`src/rtl/ipcp_pkg.sv`:
```
// Shared types and constants for the inverse Park/Clarke sine-PWM pipeline.
package ipcp_pkg;

  // Config register indexes
  typedef enum logic [0:0] {
    REG_SUPPLY_VOLTAGE = 1'b0,
    REG_PWM_PERIOD     = 1'b1
  } reg_index_t;

  localparam logic [15:0] VS_RESET     = 16'd3072;
  localparam logic [15:0] PERIOD_RESET = 16'd1000;

  // Phase word offset from sine to cosine
  localparam logic [15:0] QUARTER_TURN = 16'h4000;

  // sqrt(3) in unsigned Q16
  localparam int          SQRT3_FRAC = 16;
  localparam logic [16:0] SQRT3_Q16  = 17'd113512;

  // Quarter-wave sine polynomial, Q30, highest order first
  localparam int          NHORNER = 5;
  localparam logic [30:0] C11     = 31'd3864;
  localparam logic [30:0] HORNER_COEF [NHORNER] = '{
    31'd172272, 31'd5026995, 31'd85569306, 31'd693598668, 31'd1686629773
  };

  // Scaled-quotient width and divider depth
  localparam int XW        = 33;
  localparam int DIV_STEPS = 16;
  localparam int NLANE     = 3;

  typedef struct packed {
    logic [30:0] p;    // Horner partial, Q30
    logic [30:0] z2;   // z^2, Q30
    logic [14:0] r;    // folded quadrant phase
    logic        neg;  // lower half-turn sign
  } trig_lane_t;

  typedef struct packed {
    trig_lane_t         sn;
    trig_lane_t         cs;
    logic signed [15:0] uq;
  } horner_t;

  typedef struct packed {
    logic [XW-1:0]        rem;
    logic [DIV_STEPS-1:0] quo;
    logic                 over;  // saturated (or nonzero when negative)
    logic                 neg;
  } div_lane_t;

  typedef div_lane_t [NLANE-1:0] div_row_t;

endpackage

```
`src/rtl/ipcp_horner_cell.sv`:
```
// One Horner step of the sine polynomial, for the sine and cosine lanes.
module ipcp_horner_cell #(
  parameter logic [30:0] COEF = 31'd1
) (
  input  logic               clk,
  input  logic               en,
  input  ipcp_pkg::horner_t  d_in,
  output ipcp_pkg::horner_t  d_out
);

  logic [61:0]       prod_s;
  logic [61:0]       prod_c;
  ipcp_pkg::horner_t d_out_next;

  assign prod_s = d_in.sn.p * d_in.sn.z2;
  assign prod_c = d_in.cs.p * d_in.cs.z2;

  // p never exceeds COEF, so the subtraction cannot wrap
  always_comb begin
    d_out_next      = d_in;
    d_out_next.sn.p = COEF - prod_s[60:30];
    d_out_next.cs.p = COEF - prod_c[60:30];
  end

  always_ff @(posedge clk) begin
    if (en) begin
      d_out <= d_out_next;
    end
  end

endmodule

```
`config.mk`:
```
export PLATFORM = sky130hd
export DESIGN_NAME = ipcp_horner_cell
export DESIGN_NICKNAME = d
export VERILOG_FILES = /design/src/rtl/ipcp_pkg.sv /design/src/rtl/ipcp_horner_cell.sv
export SDC_FILE = /design/constraint.sdc
export NUM_CORES = 2
export LEC_CHECK = 0
export ABC_AREA = 1
export BUFFER_PORTS_ARGS = -buffer_cell sky130_fd_sc_hd__clkbuf_2
export CELL_PAD_IN_SITES_DETAIL_PLACEMENT = 0
export CELL_PAD_IN_SITES_GLOBAL_PLACEMENT = 1
export CORE_ASPECT_RATIO = 0.5
export CORE_MARGIN = 2
export CORE_UTILIZATION = 45
export DETAILED_ROUTE_END_ITERATION = 10
export PLACE_DENSITY = 0.76
export SETUP_SLACK_MARGIN = 0.2
export SYNTH_ARGS = -nofsm -noshare
export SYNTH_HDL_FRONTEND = slang
export SYNTH_SLANG_ARGS = --single-unit
```
`constraint.sdc`:
```
create_clock -name clk -period 17.5 [get_ports clk]
set_input_delay 1.75 -clock clk [delete_from_list [all_inputs] [get_ports clk]]
set_output_delay 1.75 -clock clk [all_outputs]
set_load 0.01 [all_outputs]
```
==> results by group <==
Status
  – Outcome: finished clean

Drt
  – Vias per std cell: 4.79
  – Drt total wl: 207,000 um
  – Vias: 56,442
  – Drc violations: 0
  – Detail Route Antenna Nets: 0
  – Max layer used: met5
  – Met2 wire length: ~100,000 um
  – Initial DRC Count: 3,158
  – Met1 wire length: between 80,000 and 90,000 um
  – Detail Route met3 WL: 11,300 um
  – Routed wire per std cell: ~18 um
  – Pre-antenna DRT Iters: 5

STA
  – Hold Vio Cnt, Final: 0
  – Finish-stage setup viols: 0
  – Worst hold-check slack: 1.33 ns
  – RSZ-0062 raised after global routing: false
  – Final Worst Setup Slack: 8.30 ns
  – Setup total negative slack: 0 ns
  – Slew Viols, Final: 0
  – Slew headroom: 0.288
  – Final min period: 9.20 ns
  – Peak Freq: around 110 MHz
  – Post-route clock period utilization: 0.526
  – Slew of the pin with the lowest slew margin: 1.07 ns

Clock tree
  – Hold bufs inserted after CTS: 0
  – TritonCTS clock tree: built
  – CTS resizes: 0
  – Setup Fix Bufs, Post-CTS: 0
  – Root Buffer: clkbuf_16
  – Longest Clk Path Bufs: 3
  – CTS Sinks: 172
  – Num CTS Buffers: 25
  – Reg clk slew, reported paths: ~0.090 ns
  – H-tree levels: 4

Critical path
  – Worst path arrival time: 9.51 ns
  – Endpoint class of the critical path: register
  – Worst endpoint required time: approximately 18 ns
  – Setup CP Type: in2reg
  – Critical-path maximum fanout: 31
  – Slowest cell on the critical path: clkbuf_2
  – Worst stage delay on the critical path: around 0.73 ns
  – CP dominant cell by count: fa_1
  – Startpoint types: input pin

Global routing
  – Antenna violations before repair: 4
  – GRT overflow: 0
  – Total track usage: 0.258
  – First-pass GRT wire length: about 330,000 um
  – Largest net degree at the start of global routing: 81
  – Vias in the first global route: 59,808

Layout
  – Share of layout cells above drive strength 1: 0.0562
  – Largest register by flop count: d_out
  – Fillers: 16,261
  – Area of the multi-input gates: 55,200 um2
  – Area Growth Syn to Fin: 5.35%
  – Final Non-Filler Cells: between 10,000 and 15,000
  – Most frequent cells in the layout: 3,040 x inv_1, 3,020 x nand2_1, 1,670 x fa_1
  – Max reg flops: between 150 and 200
  – Largest regs: d_out x172
  – Total Nets Final: 11,938
  – Storage cell area: ~5200 um2
  – Commonest non-fill, non-tap cell in the layout: inv_1

Logic synthesis
  – Post-synth top flop: edfxtp_1
  – Flops & latches, synth: 172
  – Post-synthesis cell type count: 40
  – Post-Synthesis Cells: 9,577
  – Net Count, Synth: 11,915
  – Post-synth ARST share: 0
  – Sequential area share after synthesis: 0.0704
  – Synth Area per Inst: 7.66 um2
  – Netlist Area Pre-Place: 73,300 um2
  – Number of synthesized flops with an enable pin: 172
  – Synth warn: 0

Place
  – Placer Congestion: 0.966
  – Post-DP HPWL: 169,000 um
  – Dpl cells: 11,746
  – Pre-CTS setup slack: 7.69 ns
  – Count of input and output buffers: about 350

Floorplanning
  – Total die area: 166,000 um2
  – Initial Util: 0.454
  – Ports: 346
  – Core area: ~160,000 um2
  – Die Y: 289 um
  – Row count: between 100 and 150
  – Die X: 575 um

Run
  – MaxCap Viol Count: 0

Worst hold path
  – Hold Crit Class: in2reg
-- critical path, delay by kind of cell --
family / cells / cell delay, ns
AOI/OAI and AO/OA: 2 / 0.40
xor gates and xnor gates: 1 / 0.15
adders and majority gates: 10 / 4.60
buffers and inverters: 6 / 0.99
and+or+nand+nor: 11 / 1.60
-- synthesized netlist by cell type (all sizes together), types with 10 or more instances --
master  instances  area share
a21oi         101      0.0070
clkbuf        366       0.019
edfxtp        172       0.070
fa           1670        0.46
ha            494       0.084
inv          3073        0.16
nand2        3060        0.16
nand3         169       0.012
nand3b         10      0.0010
nand4          28      0.0024
nor2          279       0.018
nor3           28      0.0026
o21ai          22      0.0015
o21bai         14      0.0014
xnor2          26      0.0033
xor2           23      0.0027
-- area by class of cell --
cell class,count,share of cell area
multi-input cells,5954,0.715
diodes,1,0.0000324
flip-flops and latches,172,0.0669
well taps,2173,0.0352
repair buffers,368,0.0247
inverters,3079,0.150
clock inverters,5,0.000648
clock buffers,28,0.00825
-- routing by layer --
metal,track usage,vias to the layer above
met5,0,-
met4,0.0525,2
met3,0.0303,212
met2,0.448,1401
met1,0.351,28319
li1,-,26508
-- stage by stage --
step / util / cell area (um2)
floorplan: - / 73300
global placement: 0.474 / 76600
detailed placement: 0.474 / 76600
CTS: 0.479 / 77200
global route: 0.479 / 77200
finish: 0.479 / 77200
-- final timing paths --
path | to | start | cells after the start | slack, ns
hold / removal | d_out[19] | d_in[19] | 1 | 1.33
setup / recovery | d_out[158] | d_in[162] | 30 | 8.30
-- cells by family after synthesis --
| kind of cell | count (synthesis) | synth area share |
|---|---|---|
| XOR/XNOR | 49 | 0.00606 |
| AND/OR/NAND/NOR | 3595 | 0.196 |
| buffers and inverters | 3451 | 0.177 |
| adder cells (fa/ha/maj) | 2164 | 0.540 |
| flip-flops | 172 | 0.0704 |
| AO/OA/AOI/OAI | 146 | 0.0109 |
Power is left out: the tool's default activity adds up to more than one toggle a clock period on the data nets, which glitch-free logic cannot reach.
