===== src/rtl/ipcp_pkg.sv =====
// Shared types and constants for the inverse Park/Clarke sine-PWM pipeline.
package ipcp_pkg;

  // Config register indexes
  typedef enum logic [0:0] {
    REG_SUPPLY_VOLTAGE = 1'b0,
    REG_PWM_PERIOD     = 1'b1
  } reg_index_t;

  localparam logic [15:0] VS_RESET     = 16'd3072;
  localparam logic [15:0] PERIOD_RESET = 16'd1000;

  // Phase word offset from sine to cosine
  localparam logic [15:0] QUARTER_TURN = 16'h4000;

  // sqrt(3) in unsigned Q16
  localparam int          SQRT3_FRAC = 16;
  localparam logic [16:0] SQRT3_Q16  = 17'd113512;

  // Quarter-wave sine polynomial, Q30, highest order first
  localparam int          NHORNER = 5;
  localparam logic [30:0] C11     = 31'd3864;
  localparam logic [30:0] HORNER_COEF [NHORNER] = '{
    31'd172272, 31'd5026995, 31'd85569306, 31'd693598668, 31'd1686629773
  };

  // Scaled-quotient width and divider depth
  localparam int XW        = 33;
  localparam int DIV_STEPS = 16;
  localparam int NLANE     = 3;

  typedef struct packed {
    logic [30:0] p;    // Horner partial, Q30
    logic [30:0] z2;   // z^2, Q30
    logic [14:0] r;    // folded quadrant phase
    logic        neg;  // lower half-turn sign
  } trig_lane_t;

  typedef struct packed {
    trig_lane_t         sn;
    trig_lane_t         cs;
    logic signed [15:0] uq;
  } horner_t;

  typedef struct packed {
    logic [XW-1:0]        rem;
    logic [DIV_STEPS-1:0] quo;
    logic                 over;  // saturated (or nonzero when negative)
    logic                 neg;
  } div_lane_t;

  typedef div_lane_t [NLANE-1:0] div_row_t;

endpackage


===== src/rtl/ipcp_div_cell.sv =====
// One restoring-division step (one quotient bit) for all three phase lanes.
module ipcp_div_cell #(
  parameter int BIT = 0
) (
  input  logic               clk,
  input  logic               en,
  input  logic [15:0]        divisor,
  input  ipcp_pkg::div_row_t d_in,
  output ipcp_pkg::div_row_t d_out
);

  localparam int XW = ipcp_pkg::XW;

  logic [XW-1:0]      shifted;
  ipcp_pkg::div_row_t d_out_next;

  assign shifted = XW'(divisor) << BIT;

  always_comb begin
    d_out_next = d_in;
    for (int l = 0; l < ipcp_pkg::NLANE; l++) begin
      if (d_in[l].rem >= shifted) begin
        d_out_next[l].rem      = d_in[l].rem - shifted;
        d_out_next[l].quo[BIT] = 1'b1;
      end
    end
  end

  always_ff @(posedge clk) begin
    if (en) begin
      d_out <= d_out_next;
    end
  end

endmodule


===== config.mk =====
export PLATFORM = sky130hd
export DESIGN_NAME = ipcp_div_cell
export DESIGN_NICKNAME = d
export VERILOG_FILES = /design/src/rtl/ipcp_pkg.sv /design/src/rtl/ipcp_div_cell.sv
export SDC_FILE = /design/constraint.sdc
export NUM_CORES = 1
export LEC_CHECK = 0
export BUFFER_PORTS_ARGS = -buffer_cell sky130_fd_sc_hd__buf_2
export CORE_UTILIZATION = 54
export DETAILED_ROUTE_END_ITERATION = 12
export PLACE_DENSITY = 0.87
export SYNTH_ARGS = -nofsm -noshare
export SYNTH_HDL_FRONTEND = slang
export SYNTH_SLANG_ARGS = --single-unit

===== constraint.sdc =====
create_clock -name clk -period 8.1 [get_ports clk]
set_clock_uncertainty 0.1 [all_clocks]
set_input_delay 1.62 -clock clk [delete_from_list [all_inputs] [get_ports clk]]
set_output_delay 1.62 -clock clk [all_outputs]
set_load 0.02 [all_outputs]

==> impl_metrics.toml <==
[place]
hpwl_um = 17960
dp_slack_ns = 3.148
gp_congestion = 0.9011
dp.cells = 1266
port-buffer-count = 323

[global_route]
grt-ovfl-total = 0
grt_max_degree = 86
grt_usage_pct = 28.17
grt_antenna_before_repair = 3
grt_pass1_vias = 6673
grt_pass1_wl_um = 34630

[pwr]
power_density_nw_per_um2 = 211.8
vdd_drop_max_mv = 0.1580
p_leak_nw = 4.667

[detailed_routing]
via_per_inst = 5.531
drt_iter0_drc = 442
drc_errors = 0
wl_per_cell_um = 17.96
first_pass_iters = 5
wl_um = 23320
ant_nets = 0
vias = 7179

[finish]
seqCellArea_um2 = 4594
largest_reg_flops = 153
drive_above_1_share_pct = 35.33
nFillCells = 1120
fin_cells = 1298
antenna_cells = 0
reg.largest.list = "d_out x153"
top_register = "d_out"
nNetsFinal = 1296
area_growth_pct = 28.40
post-route-util_pct = 71.72
multiInputGateArea_um2 = 3809

[clocking]
cts_setup_buffers = 0
cts_resized = 0
clock-sinks = 153
clk_pin_slew_ns = 0.07
cts_buffers = 17
cts_hold_buffers = 0
htreeDepth = 4
cts_tree = "built"
cts_buffer_depth = 2
root_buffer = "clkbuf_16"

[yosys]
synth_top_area_share_pct = 53.51
synth_seq_cells = 153
syn-num-nets = 969
avgSynthCellArea_um2 = 11.49
synth.most_common_cell = "edfxtp_1"
synth-simple-area-share_pct = 15.37
synth_commonest_cells = "edfxtp_1 (153), nand2_1 (78), o21ai_0 (55)"
synth_top_family_by_area = "simple AND/OR/NAND/NOR gates"
synth_mux_area_share_pct = 1.020
synth-edff-count = 153
synthAdderAreaFrac_pct = 7.695
synth_compound_area_share_pct = 11.60
async_flop_share_pct = 0
yosys_warnings = 0
synth_cells = 747
synthTopCellsByArea = "edfxtp_1 (54%), ha_1 (7.0%), xor2_1 (5.1%), xnor2_1 (3.6%), nand2_1 (3.4%)"
synth-seq-area-share_pct = 53.51
synth-xor-area-share_pct = 8.671
synth_top_area_cell = "edfxtp_1"
syn-cell-area_um2 = 8586
ys_types = 63
synthFlopType = "edfxtp_1"

[setup_path]
critical_path_required_ns = 8.17
crit_type = "in -> reg"
cp.arrival_ns = 4.61
crit_chain = "buf_2 -> inv_1 -> ha_1 -> nand4_1 -> or4_1 -> o211ai_1 -> nor2_1 -> o211a_2 -> a2111o_1 -> nor4_1 -> xor2_1"
critPathSlowestCell = "or4_1"
crit_fanout = 34
cp_slowest_stage_delay_ns = 0.56
crit_path_end_kind = "register"
start_kind = "input port"

[sta]
layout_setup_ws_ns = 3.554
slew-limit-headroom_pct = 44.33
hold_viol_final = 0
max_slew.worst_pin.slew_ns = 0.8350
min_period_ns = 4.546
hold_ws_ns = 1.265
rsz0062_at_grt = "no"
slew_viol_final = 0
timing.final.crit_share_pct = 56.12
fmax_mhz = 220.0
fin_setup_tns_ns = 0
setup_violations = 0

[hold_path]
min_path_type = "in -> reg"

[die]
core_um2 = 15370
fp.dieW_um = 128.1
chipHeight_um = 128.1
dieArea_um2 = 16410
fp-row-count = 45
pin_count = 324
initial_core_util_pct = 55.86

[job]
cap_violations = 0

[run_status]
status = "finished clean"
## layout make-up
| class | instances | share of cell area (%) |
|---|---|---|
| clock buffers | 17 | 3.859 |
| clock inverters | 15 | 1.646 |
| inverters | 30 | 1.021 |
| multi-input cells | 547 | 34.55 |
| flip-flops and latches | 153 | 41.68 |
| well taps | 211 | 2.395 |
| repair buffers | 325 | 14.86 |
## critical path: cells and delay by family
family | cells | cell delay [ns]
AND/OR/NAND/NOR | 4 | 1.12
AO/OA/AOI/OAI | 3 | 1.09
adder cells (fa/ha/maj) | 1 | 0.44
buffers and inverters | 2 | 0.22
XOR/XNOR | 1 | 0.11
## cell usage in the layout (no fill, tap or decap), drive strengths merged, types with 7 or more instances in the layout
| cell | count |
|---|---|
| a21oi | 38 |
| or2 | 8 |
| xor2 | 50 |
| buf | 325 |
| ha | 48 |
| nand4 | 10 |
| nand3 | 17 |
| clkbuf | 17 |
| nor2b | 9 |
| nor3 | 32 |
| o21a | 7 |
| nand2b | 17 |
| or3 | 11 |
| o21ai | 55 |
| nor4 | 14 |
| nor2 | 28 |
| inv | 38 |
| a21o | 13 |
| nand2 | 79 |
| or4 | 8 |
| edfxtp | 153 |
| xnor2 | 35 |
## per-layer routing
| layer | track usage, % | vias up | share of wire [%] |
|---|---|---|---|
| met4 | 14.39 | 4 | 4.3 |
| met5 | 0 | - | 0.099 |
| met2 | 47.51 | 331 | 49 |
| met3 | 8.431 | 62 | 7.7 |
| met1 | 32.53 | 3336 | 39 |
| li1 | - | 3446 | - |
## metrics by stage
step	power [mW]	area, um^2
final	2.335	11020
after global routing	2.428	11020
after CTS	2.342	11020
after detailed placement	1.535	10420
after global placement	1.524	10420
after floorplan	1.330	8586
## path summary, 6_finish.rpt
path,start,depth (start not counted),to,slack (ns)
worst max-delay path,divisor[6],11,d_out[150],3.55
worst min-delay path,d_in[117],1,d_out[117],1.27
## where the power goes
| part | switching [mW] | total, mW | internal [mW] | leakage, nW |
|---|---|---|---|---|
| registers | 0.0216 | 0.998 | 0.976 | 1.50 |
| logic | 0.335 | 0.528 | 0.193 | 2.88 |
| clock network | 0.343 | 0.810 | 0.466 | 0.291 |
| total | 0.700 | 2.34 | 1.64 | 4.67 |
## logic make-up (layout without fill, tap and decap cells)
group | count (synthesis) | count (layout)
adder cells (fa/ha/maj) | 51 | 51
AO/OA/AOI/OAI | 156 | 156
AND/OR/NAND/NOR | 247 | 247
flip-flops | 153 | 153
XOR/XNOR | 85 | 85
buffers and inverters | 47 | 387
multiplexers | 8 | 8
No activity file was read; power rests on OpenSTA's default activity.
